**src/rtl/edm_pkg.sv**
```systemverilog
// edm_pkg: shared types and constants for the euclidean distance matrix block
// field widths, state encoding and the pipeline tag carried with each distance
// no dependencies
package edm_pkg;

    // fixed field widths
    localparam int COORD_W   = 16;
    localparam int DIFF_W    = COORD_W + 1;
    localparam int SQ_W      = 2 * COORD_W;
    localparam int ROOT_W    = 17;
    localparam int SUM_W     = 2 * ROOT_W;
    localparam int DIST_W    = ROOT_W;
    localparam int IDX_OUT_W = 6;

    // sequencer states
    typedef enum logic {
        ST_IDLE,
        ST_ISSUE
    } edm_state_t;

    // control fields that travel alongside each distance
    typedef struct packed {
        logic [IDX_OUT_W-1:0] row;
        logic [IDX_OUT_W-1:0] col;
        logic                 last;
        logic                 ovf;
    } edm_tag_t;

endpackage

```
**src/rtl/edm_isqrt.sv**
```systemverilog
// edm_isqrt: pipelined floor square root, one root bit per stage
// radicand SUM_W bits, root ROOT_W bits, tag passed along unchanged
// depends on edm_pkg
module edm_isqrt (
    input  logic                          aclk,
    input  logic                          aresetn,
    input  logic                          en,
    input  logic                          in_valid,
    input  edm_pkg::edm_tag_t             in_tag,
    input  logic [edm_pkg::SUM_W-1:0]     in_rad,
    output logic                          out_valid,
    output edm_pkg::edm_tag_t             out_tag,
    output logic [edm_pkg::ROOT_W-1:0]    out_root
);
    import edm_pkg::*;

    localparam int REM_W = ROOT_W + 1;
    localparam int TRY_W = REM_W + 2;

    logic [REM_W-1:0]  rem_reg  [ROOT_W];
    logic [ROOT_W-1:0] root_reg [ROOT_W];
    logic [SUM_W-1:0]  rad_reg  [ROOT_W];
    logic              valid_reg [ROOT_W];
    edm_tag_t          tag_reg  [ROOT_W];

    logic [REM_W-1:0]  rem_next  [ROOT_W];
    logic [ROOT_W-1:0] root_next [ROOT_W];
    logic [SUM_W-1:0]  rad_next  [ROOT_W];

    // one restoring step per stage: bring down two radicand bits, try 4q+1
    always_comb begin
        logic [REM_W-1:0]  rem_in;
        logic [ROOT_W-1:0] root_in;
        logic [SUM_W-1:0]  rad_in;
        logic [TRY_W-1:0]  trial;
        logic [TRY_W-1:0]  tv;
        logic [TRY_W-1:0]  diff;
        rem_in  = '0;
        root_in = '0;
        rad_in  = in_rad;
        for (int k = 0; k < ROOT_W; k++) begin
            trial = {rem_in, rad_in[SUM_W-1 -: 2]};
            tv    = TRY_W'({root_in, 2'b01});
            diff  = trial - tv;
            if (trial >= tv) begin
                rem_next[k]  = diff[REM_W-1:0];
                root_next[k] = {root_in[ROOT_W-2:0], 1'b1};
            end else begin
                rem_next[k]  = trial[REM_W-1:0];
                root_next[k] = {root_in[ROOT_W-2:0], 1'b0};
            end
            rad_next[k] = rad_in << 2;
            // the following stage starts from this stage's registers
            rem_in  = rem_reg[k];
            root_in = root_reg[k];
            rad_in  = rad_reg[k];
        end
    end

    // stage valid bits
    always_ff @(posedge aclk) begin
        if (!aresetn) begin
            for (int k = 0; k < ROOT_W; k++) begin
                valid_reg[k] <= 1'b0;
            end
        end else if (en) begin
            valid_reg[0] <= in_valid;
            for (int k = 1; k < ROOT_W; k++) begin
                valid_reg[k] <= valid_reg[k-1];
            end
        end
    end

    // stage payload
    always_ff @(posedge aclk) begin
        if (en) begin
            tag_reg[0] <= in_tag;
            for (int k = 0; k < ROOT_W; k++) begin
                rem_reg[k]  <= rem_next[k];
                root_reg[k] <= root_next[k];
                rad_reg[k]  <= rad_next[k];
            end
            for (int k = 1; k < ROOT_W; k++) begin
                tag_reg[k] <= tag_reg[k-1];
            end
        end
    end

    assign out_valid = valid_reg[ROOT_W-1];
    assign out_tag   = tag_reg[ROOT_W-1];
    assign out_root  = root_reg[ROOT_W-1];

endmodule
```
**config.mk**
```make
export PLATFORM = sky130hd
export DESIGN_NAME = edm_isqrt
export DESIGN_NICKNAME = d
export VERILOG_FILES = /design/src/rtl/edm_pkg.sv /design/src/rtl/edm_isqrt.sv
export SDC_FILE = /design/constraint.sdc
export NUM_CORES = 1
export LEC_CHECK = 0
export ABC_CLOCK_PERIOD_IN_PS = 5500
export BUFFER_PORTS_ARGS = -buffer_cell sky130_fd_sc_hd__buf_2
export CAP_MARGIN = 20
export CORE_ASPECT_RATIO = 0.8
export CORE_MARGIN = 2
export CORE_UTILIZATION = 55
export CTS_BUF_LIST = sky130_fd_sc_hd__clkbuf_4 sky130_fd_sc_hd__clkbuf_8
export DETAILED_ROUTE_END_ITERATION = 12
export GPL_ROUTABILITY_DRIVEN = 0
export GPL_TIMING_DRIVEN = 0
export PLACE_DENSITY = 0.79
export SLEW_MARGIN = 25
export SYNTH_ARGS = -nofsm -noshare
export SYNTH_HDL_FRONTEND = slang
export SYNTH_SLANG_ARGS = --single-unit
```
**constraint.sdc**
```tcl
create_clock -name aclk -period 5.5 [get_ports aclk]
set_clock_uncertainty 0.05 [all_clocks]
set_input_delay 0.275 -clock aclk [delete_from_list [all_inputs] [get_ports aclk]]
set_output_delay 0.275 -clock aclk [all_outputs]
set_load 0.01 [all_outputs]
```
======== Yosys cells after proc, flatten, opt, wreduce, memory -nomap -nowiden ========
Memory sizes are Yosys's and may differ from the RTL's.
Cells that the tools add are included.
W data, S select, Z words.
operators by class
  add/sub/neg operators ................... 17
  $lt $le $gt $ge ......................... 17
  muxes and demuxes ....................... 56
  bitwise gates (word level) .............. 17
operators by type and width
  operator               count
  $ge A20 B19 Y1         16
  $mux W18               17
  $sub A18 B18 Y18       16
  $mux W1                39
  $or A1 B1 Y1           17
  $sub A2 B1 Y3 const B  1
  $ge A2 B1 Y1 const B   1
word-level totals
  register bits ........................... 0
  memory bits (writable) .................. 1394
  input bits .............................. 52
  output and inout port bits .............. 32
  logic and storage cells ................. 112
  memories ................................ 5
memories
  name       depth  width  read ports  clocked after memory_dff  wr ports  RTL line         text
  rad_reg    17     32     16          0                         17        edm_isqrt.sv:22  logic [SUM_W-1:0] rad_reg [ROOT_W];
  rem_reg    17     18     16          0                         17        edm_isqrt.sv:20  logic [REM_W-1:0] rem_reg [ROOT_W];
  root_reg   17     17     17          0                         17        edm_isqrt.sv:21  logic [ROOT_W-1:0] root_reg [ROOT_W];
  tag_reg    17     14     17          0                         17        edm_isqrt.sv:24  edm_tag_t tag_reg [ROOT_W];
  valid_reg  17     1      17          0                         17        edm_isqrt.sv:23  logic valid_reg [ROOT_W];

======== Logic depth before layout (Yosys ltp) ========
Gate-level depths: netlist (run 1).
  depth after elaboration ................. 4
  gate-level depth with buffers ........... 12
  mapped depth without buffers ............ 10

======== Least setup slack after synthesis (run 1) ========
Ideal clock, no wire load.
  kind .................................... flip-flop to flip-flop
  start ................................... memory rem_reg[0][147] (netlist name)
  end ..................................... memory rem_reg[0][169] (netlist name) (data pin)
  setup time .............................. 260 ps
  arrival time ............................ 2441 ps
  required time ........................... 5190 ps
  path slack .............................. 2748 ps
  stages on the path, launching flop included .. 10
  cells stage by stage .................... edfxtp_1 > ha_1 > a21oi_1 > nor2b_1 > o21ai_0 > a31oi_1 > or4_1 > buf_2 > buf_6 > mux2_4
RTL lines
  what                RTL line
  start: declaration  edm_isqrt.sv:20

==> results of run 1 <==
[stage by stage]
step | hold WS [ns] | power [mW] | utilization, %
global route | 0.111 | 17.7 | 62.5
CTS | 0.0825 | 17.1 | 62.5
finish | 0.152 | 16.9 | 62.5
floorplan | 0.324 | 10.7 | -
detailed placement | 0.355 | 11.4 | 57.9
global placement | 0.350 | 11.4 | 57.6
[area by class of cell]
class / count / area, um2
diodes: 1 / 2.50
well taps: 945 / 1180
flip-flops and latches: 948 / 28500
plain buffers: 46 / 259
repair buffers: 143 / 1150
multi-input cells: 1474 / 10300
inverters: 203 / 762
fillers: 4992 / 26900
clock inverters: 59 / 375
clock buffers: 200 / 2430
[synth_stat cells, types with 8 or more instances]
cell	number	area (um2)
o211ai_1	14	105
a211oi_1	18	135
nand3b_1	10	75.1
mux2_2	46	518
nor2b_1	34	213
and3_1	25	156
a31oi_1	12	75.1
buf_4	14	105
o31ai_1	17	128
or3_1	16	100
inv_1	203	762
mux2i_1	8	80.1
nand4_1	27	169
a21oi_1	138	691
o21a_1	54	405
edfxtp_1	948	28500
buf_2	9	45.0
clkbuf_1	16	60.1
xnor2_1	119	1040
or2_2	13	81.3
o21bai_1	12	90.1
or4_1	13	97.6
nand2_1	124	465
xor2_1	65	569
nor2_1	148	556
nor3_1	59	295
nand3_1	40	200
nor4_1	28	175
a21o_1	42	315
nand2b_1	29	181
ha_1	171	2140
o21ai_0	114	571
[per-layer routing]
layer,share of wire (%),vias to the layer above
li1,-,10600
met1,44,10600
met2,47,790
met3,6.4,166
met4,2.7,0
met5,0,-
[worst register-to-register path, cell delays in order (launching register included)]
cell and delay, ns:
edfxtp_1 0.39, inv_1 0.07, ha_1 0.34, a21o_1 0.21, a21o_1 0.23, a2111oi_0 0.89, nor2_1 0.23, a2111oi_0 0.59
mux2i_1 0.15
[power by group]
| part | total, mW | switching, mW | internal, mW |
|---|---|---|---|
| Sequential | 9.14 | 0.339 | 8.80 |
| Clock | 5.54 | 2.61 | 2.93 |
| Combinational | 2.26 | 1.27 | 0.992 |
[worst max path at each step]
| stage | from | to | slack [ns] |
|---|---|---|---|
| after CTS | root_reg[0][170] | rem_reg[0][212] | 2.20 |
| after floorplan | rem_reg[0][147] | rem_reg[0][169] | 2.75 |
| after global placement | en | valid_reg[0][10] | -10.13 |
| after global routing | root_reg[0][170] | rem_reg[0][202] | 1.93 |
| after detailed placement | en | valid_reg[0][11] | 1.97 |
| final | root_reg[0][230] | rem_reg[0][269] | 2.07 |
[cells by family (layout without fill, tap and decap cells)]
| group | count (synthesis) | after routing | share of synthesized area [%] |
|---|---|---|---|
| AOI/OAI and AO/OA | 469 | 469 | 7.39 |
| xor gates and xnor gates | 184 | 184 | 4.05 |
| adders and majority gates | 171 | 171 | 5.37 |
| buffers and inverters | 249 | 651 | 2.56 |
| DFF | 948 | 948 | 71.5 |
| muxes | 57 | 57 | 1.62 |
| other | 1 | 2 | 0.00942 |
| and+or+nand+nor | 592 | 592 | 7.49 |
==> metrics.md, run 1 <==
| Metric | Value |
|---|---|
| Number of gates given a new drive strength after cts | `0` |
| Post-Syn Area per Cell | `14.9 um2` |
| Minimum clock period after layout | `3.43 ns` |
| HPWL reported at the end of detailed placement | `44100 um` |
| Total clock buffers created by CTS | `146` |
| Maximum fanout count along the critical path | `4` |
| CP endpoint kind | `register` |
| GRT Residual Overflow | `0` |
| CTS Buffer Depth | `3` |
| Total number of H-tree levels | `4` |
| Slowest library cell on the worst path | `a2111oi_0` |
| First-pass GRT wire length | `108000 um` |
| Static Leakage | `17.1 nW` |
| Critical Path, Cell by Cell | `inv_1, ha_1, a21o_1, a21o_1, a2111oi_0, nor2_1, a2111oi_0, mux2i_1` |
| Layout-stage area growth over the synthesis result | `12.9%` |
| Area of the die | `0.0746 mm2` |
| Remaining antenna violation count | `0` |
| Worst Max-Slew Pin Slew | `1.04 ns` |
| Length in cells of the worst reg-to-reg path | `8` |
| Total Neg Setup Slack | `0 ns` |
| Setup repair after global routing missed its margin | `no` |
| Most common cell after layout, fill and taps aside | `edfxtp_1` |
| Final number of setup-violating endpoints | `0` |
| Classification of the worst-slack hold path | `in -> reg` |
| Async set or reset register ratio after synthesis | `0%` |
| Clock transition at the registers of the reported paths | `0.07 ns` |
| Yosys synthesis warning count | `0` |
| Starting density of the core | `55.4%` |
| Die outline width | `305 um` |
| Boundary Pins | `84` |
| Count of flip-flops with a built-in enable after synthesis | `948` |
| Synthesized cell area | `0.0398 mm2` |
| Maximum vdd ir drop | `0.000237 V` |
| Maximum cell stage delay along the critical path | `0.89 ns` |
| Setup slack after layout | `2.07 ns` |
| Proportion of layout cells with a drive suffix above 1 | `13.6%` |
| Wire length per cell after detailed routing | `16.6 um` |
| Primary flip-flop cell chosen by synthesis mapping | `edfxtp_1` |
| Power density relative to cell area | `377 mW/mm2` |
| Number of iterations in the first detailed-routing pass | `7` |
| Relative slew margins | `28.8%` |
| Worst hold path depth | `2` |
| Status | `complete, no violations` |
| CP Data Arrival Time | `3.88 ns` |
| Count of vias placed by the detailed router | `22.2k` |
| Fin crit share | `62.4%` |
| CP Data Required Time | `5.95 ns` |
| Buffers on Ports | `83` |
| Maximum number of pins on one net before global-route repair | `162` |
| Total routing resource utilization after global routing | `17.9%` |
| Site Rows | `88` |
| Drc violations | `0` |
| Met3 Resource Use GR | `4.05%` |
| Sequential cell area fraction in the yosys report | `71.5%` |
| Number of unique standard cell types used by synthesis | `69` |
| Summed area of non-filler cells in the final layout | `0.0450 mm2` |
| Antenna violations before repair | `3` |
| Placeable Area | `0.0719 mm2` |
| Total number of clock tree sinks | `948` |
| Clock latency on the worst-skew pair | `0.78 ns` |
| Most used cells in the layout excluding fill and tap cells | `948 x edfxtp_1, 203 x inv_1, 171 x ha_1, 148 x nor2_1, 148 x clkbuf_8` |
| End point of the most critical hold path | `rad_reg[0][18]` |
| Worst slack after detailed placement | `1.97 ns` |
| Placed Cells | `3706` |
| First-iteration detailed-routing DRC count | `1622` |
| Max Transition Viols Final | `0` |
| Critical hold path startpoint | `in_rad[18]` |
| Max FFs per register | `272` |
| Root Driver | `clkbuf_8` |
| Die height | `245 um` |
| Cell family contributing the most delay on the critical path | `compound AO/OA/AOI/OAI gates` |
| Setup CP Type | `reg -> reg` |
| Area post-placement | `0.0416 mm2` |
| Number of storage elements in the synthesis netlist | `948` |
| Reg-to-reg setup timing slack | `2.07 ns` |
| Setup fix buffers added after clock tree synthesis | `0` |
| MaxCap Viol Count | `0` |
| Via count normalized by instance count | `5.52` |
| Nature of the critical path startpoint | `register` |
| Count of mapped cells out of synthesis | `2671` |
| Total Nets Final | `3185` |
| Most heavily used metal layer in global routing | `met2` |
| TritonCTS clock tree | `yes` |
| Routing usage on met1 | `23.9%` |
| GR Layer Usage met2 | `28.6%` |
| Hold bufs inserted after CTS | `53` |
| Vias in the first global route | `22.1k` |
| Net Count, Synth | `2894` |
| Total number of cells along the worst setup path | `8` |
| Startpoint of the lowest-slack register-to-register path | `root_reg[0][230]` |
| Endpoint of the lowest-slack register-to-register path | `rem_reg[0][269]` |
| Number of non-filler instances in the completed layout | `4019` |
| Routed wire length | `66500 um` |
| Sum of buffers and inverters on the critical path | `1` |
| Maximum frequency from static timing analysis | `291 MHz` |
| Final Hold Vio Count | `0` |
(Power assumes the default switching activity.)
==> inputs of run 2 (changes only) <==
--- a/config.mk
+++ b/config.mk
@@ -5,7 +5,8 @@
 export SDC_FILE = /design/constraint.sdc
 export NUM_CORES = 1
 export LEC_CHECK = 0
-export ABC_CLOCK_PERIOD_IN_PS = 5500
+export ABC_AREA = 1
+export ABC_CLOCK_PERIOD_IN_PS = 3500
 export BUFFER_PORTS_ARGS = -buffer_cell sky130_fd_sc_hd__buf_2
 export CAP_MARGIN = 20
 export CORE_ASPECT_RATIO = 0.8
==> constraint.sdc (replaced) <==
create_clock -name aclk -period 3.5 [get_ports aclk]
set_clock_uncertainty 0.05 [all_clocks]
set_input_delay 0.175 -clock aclk [delete_from_list [all_inputs] [get_ports aclk]]
set_output_delay 0.175 -clock aclk [all_outputs]
set_load 0.01 [all_outputs]
==> metrics.md, run 2 <==
| Metric | Value |
|---|---|
| Clock latency on the worst-skew pair | `0.81 ns (+0.03 ns)` |
| Wire length per cell after detailed routing | `14.4 um (-13%)` |
| Critical hold path startpoint | `in_rad[32]` |
| CP Data Required Time | `4.13 ns (-1.82 ns)` |
| Maximum fanout count along the critical path | `131 (+127)` |
| Most common cell after layout, fill and taps aside | `nand2_1` |
| Relative slew margins | `51.4% (+23 points)` |
| Total routing resource utilization after global routing | `19.3% (+1.5 points)` |
| Die height | `256 um (+4.6%)` |
| Net Count, Synth | `4170 (+44%)` |
| Setup slack after layout | `0.575 ns (-1.49 ns)` |
| Number of iterations in the first detailed-routing pass | `7 (unchanged)` |
| Via count normalized by instance count | `5.18 (-6.1%)` |
| Setup repair after global routing missed its margin | `no` |
| Number of unique standard cell types used by synthesis | `49 (-29%)` |
| Count of vias placed by the detailed router | `28.1k (+27%)` |
| Routed wire length | `77900 um (+17%)` |
| Worst hold slack after final layout | `0.147 ns (-0.00572 ns)` |
| Root Driver | `clkbuf_8` |
| Power density relative to cell area | `551 mW/mm2 (+46%)` |
| Max FFs per register | `272 (unchanged)` |
| Boundary Pins | `84 (unchanged)` |
| Proportion of layout cells with a drive suffix above 1 | `11.1% (-2.5 points)` |
| Maximum cell stage delay along the critical path | `0.57 ns (-0.32 ns)` |
| Slowest library cell on the worst path | `dlygate4sd3_1` |
| Total clock buffers created by CTS | `144 (-1.4%)` |
| Status | `complete, no violations` |
| Total number of H-tree levels | `4 (unchanged)` |
| Layout-stage area growth over the synthesis result | `13.0% (about the same)` |
| Maximum frequency from static timing analysis | `342 MHz` |
| Post-Syn Area per Cell | `11.0 um2 (-26%)` |
| Site Rows | `92 (+4.5%)` |
| Static Leakage | `20.9 nW (+23%)` |
| First-iteration detailed-routing DRC count | `2589 (+60%)` |
| Critical Path, Cell by Cell | `dlygate4sd3_1, buf_12, buf_16, buf_16, buf_16, nand2_1, nor2_1, dlygate4sd3_1` |
| Fin crit share | `83.6%` |
| Count of mapped cells out of synthesis | `3947 (+48%)` |
| Leading area contributor after synthesis | `edfxtp_1` |
| Most frequent CP cell | `buf_16` |
| Startpoint of the lowest-slack register-to-register path | `root_reg[0][69]` |
| Die outline width | `319 um (+4.6%)` |
| Antenna violations before repair | `1 (-2)` |
| Vias in the first global route | `26.9k (+22%)` |
| Fraction of synthesized cell area taken by the top area cell type | `65.3% (-6.2 points)` |
| HPWL reported at the end of detailed placement | `52700 um (+19%)` |
| Max Transition Viols Final | `0 (unchanged)` |
| Area of the die | `0.0815 mm2 (+9.4%)` |
| Most used standard cells in the synthesized netlist | `1059 x nand2_1, 948 x edfxtp_1, 570 x inv_1` |
| CP endpoint kind | `register` |
| Setup CP Type | `in -> reg` |
| Placeable Area | `0.0786 mm2 (+9.3%)` |
| Count of flip-flops with a built-in enable after synthesis | `948 (unchanged)` |
| Number of storage elements in the synthesis netlist | `948 (unchanged)` |
| Worst slack after detailed placement | `0.506 ns (-1.47 ns)` |
| Setup fix buffers added after clock tree synthesis | `0 (unchanged)` |
| Buffers on Ports | `83 (unchanged)` |
| Cell types occupying the most area after synthesis | `edfxtp_1 65%, nand2_1 9.1%, ha_1 4.9%` |
| CP Data Arrival Time | `3.56 ns (-0.32 ns)` |
| Total Neg Setup Slack | `0 ns (unchanged)` |
| Count leader, synth | `nand2_1` |
| MaxCap Viol Count | `0 (unchanged)` |
| Most used cells in the layout excluding fill and tap cells | `1059 x nand2_1, 948 x edfxtp_1, 570 x inv_1, 283 x nor2_1, 219 x nand3_1` |
| Number of gates given a new drive strength after cts | `0 (unchanged)` |
| First-pass GRT wire length | `128000 um (+18%)` |
| Maximum number of pins on one net before global-route repair | `148 (-8.6%)` |
| Worst setup path start | `en` |
| Drc violations | `0 (unchanged)` |
| Filler instances | `5963 (+19%)` |
| TritonCTS clock tree | `yes` |
| CTS Buffer Depth | `3 (unchanged)` |
| Remaining antenna violation count | `0 (unchanged)` |
| Final Hold Vio Count | `0 (unchanged)` |
| Nature of the critical path startpoint | `input pin` |
| Primary flip-flop cell chosen by synthesis mapping | `edfxtp_1` |
| Hold bufs inserted after CTS | `99 (+87%)` |
| Worst Max-Slew Pin Slew | `0.730 ns (-0.311 ns)` |
| Clock transition at the registers of the reported paths | `0.06 ns (about the same)` |
| Final number of setup-violating endpoints | `0 (unchanged)` |
| Power after layout | `27.1 mW (+60%)` |
| Yosys synthesis warning count | `0 (unchanged)` |
| GRT Residual Overflow | `0 (unchanged)` |
| Total number of clock tree sinks | `948 (unchanged)` |
| Async set or reset register ratio after synthesis | `0% (unchanged)` |
| Starting density of the core | `55.5% (+0.080 points)` |
| Maximum vdd ir drop | `0.000408 V (+72%)` |
| Synthesized cell area | `0.0436 mm2 (+9.5%)` |
| Minimum clock period after layout | `2.93 ns` |
| Sequential cell area fraction in the yosys report | `65.3% (-6.2 points)` |
| Classification of the worst-slack hold path | `in -> reg` |
| Total Nets Final | `4505 (+41%)` |
## run 2: cell types whose count changed after synthesis, sizes merged, moves of 23 or more
cell	change
a21o	-38
a21oi	+44
and3	-24
inv	+380
mux2	-49
nand2	+965
nand2b	-29
nand3	+186
nor2	+156
nor2b	-34
nor3	-23
o21a	-51
xnor2	-80
## run 2: final cells by class
class	instances	area, um2	share of cell area, %
Antenna cell	1	2.50	0.00508
Inverter	584	2210	4.48
Tap cell	1034	1290	2.63
Multi-Input combinational cell	2373	12500	25.5
Sequential cell	948	28500	57.8
Clock inverter	59	412	0.836
Clock buffer	191	2330	4.74
Timing Repair Buffer	189	1610	3.28
Buffer	42	377	0.765
## run 2: worst paths after layout
kind                endpoint  slack [ns]  cells past startpoint
max          valid_reg[0][0]        0.57                      8
min            rem_reg[0][0]        0.15                      3
max reg2reg  rem_reg[0][100]        1.04                     10
min reg2reg  tag_reg[0][108]        0.35                      0
## run 2: layer usage
| layer | track usage (%) | wire [um] | vias to the layer above |
|---|---|---|---|
| met2 | 30.3 | 35200 | 946 |
| met5 | 0 | 0 | - |
| met3 | 3.62 | 5020 | 170 |
| met1 | 26.7 | 35400 | 13000 |
| li1 | - | - | 13900 |
| met4 | 8.19 | 2270 | 0 |
## run 2: cells by family after synthesis
group / synth area share [%]
adders and majority gates: 4.91
xor gates and xnor gates: 2.17
other: 0.00860
DFF: 65.3
buffers and inverters: 5.93
and+or+nand+nor: 17.3
AOI/OAI and AO/OA: 4.41
## run 2: where the power goes
part / internal, mW / leakage, nW / total, mW / switching, mW
registers: 13.8 / 9.16 / 14.3 / 0.533
logic: 1.48 / 10.3 / 4.11 / 2.62
clock network: 4.48 / 1.45 / 8.71 / 4.23
## run 2: critical path: cells and delay by family
family / cells / cell delay [ns]
simple gates: 2 / 0.42
buf+inv: 6 / 2.63
## run 2: through the flow
step | utilization, % | cells | area [um2]
floorplan | - | 3947 | 43600
global placement | 57.6 | 5064 | 45300
detailed placement | 57.9 | 5071 | 45500
CTS | 62.6 | 5420 | 49200
global route | 62.6 | 5421 | 49300
finish | 62.6 | 5421 | 49300
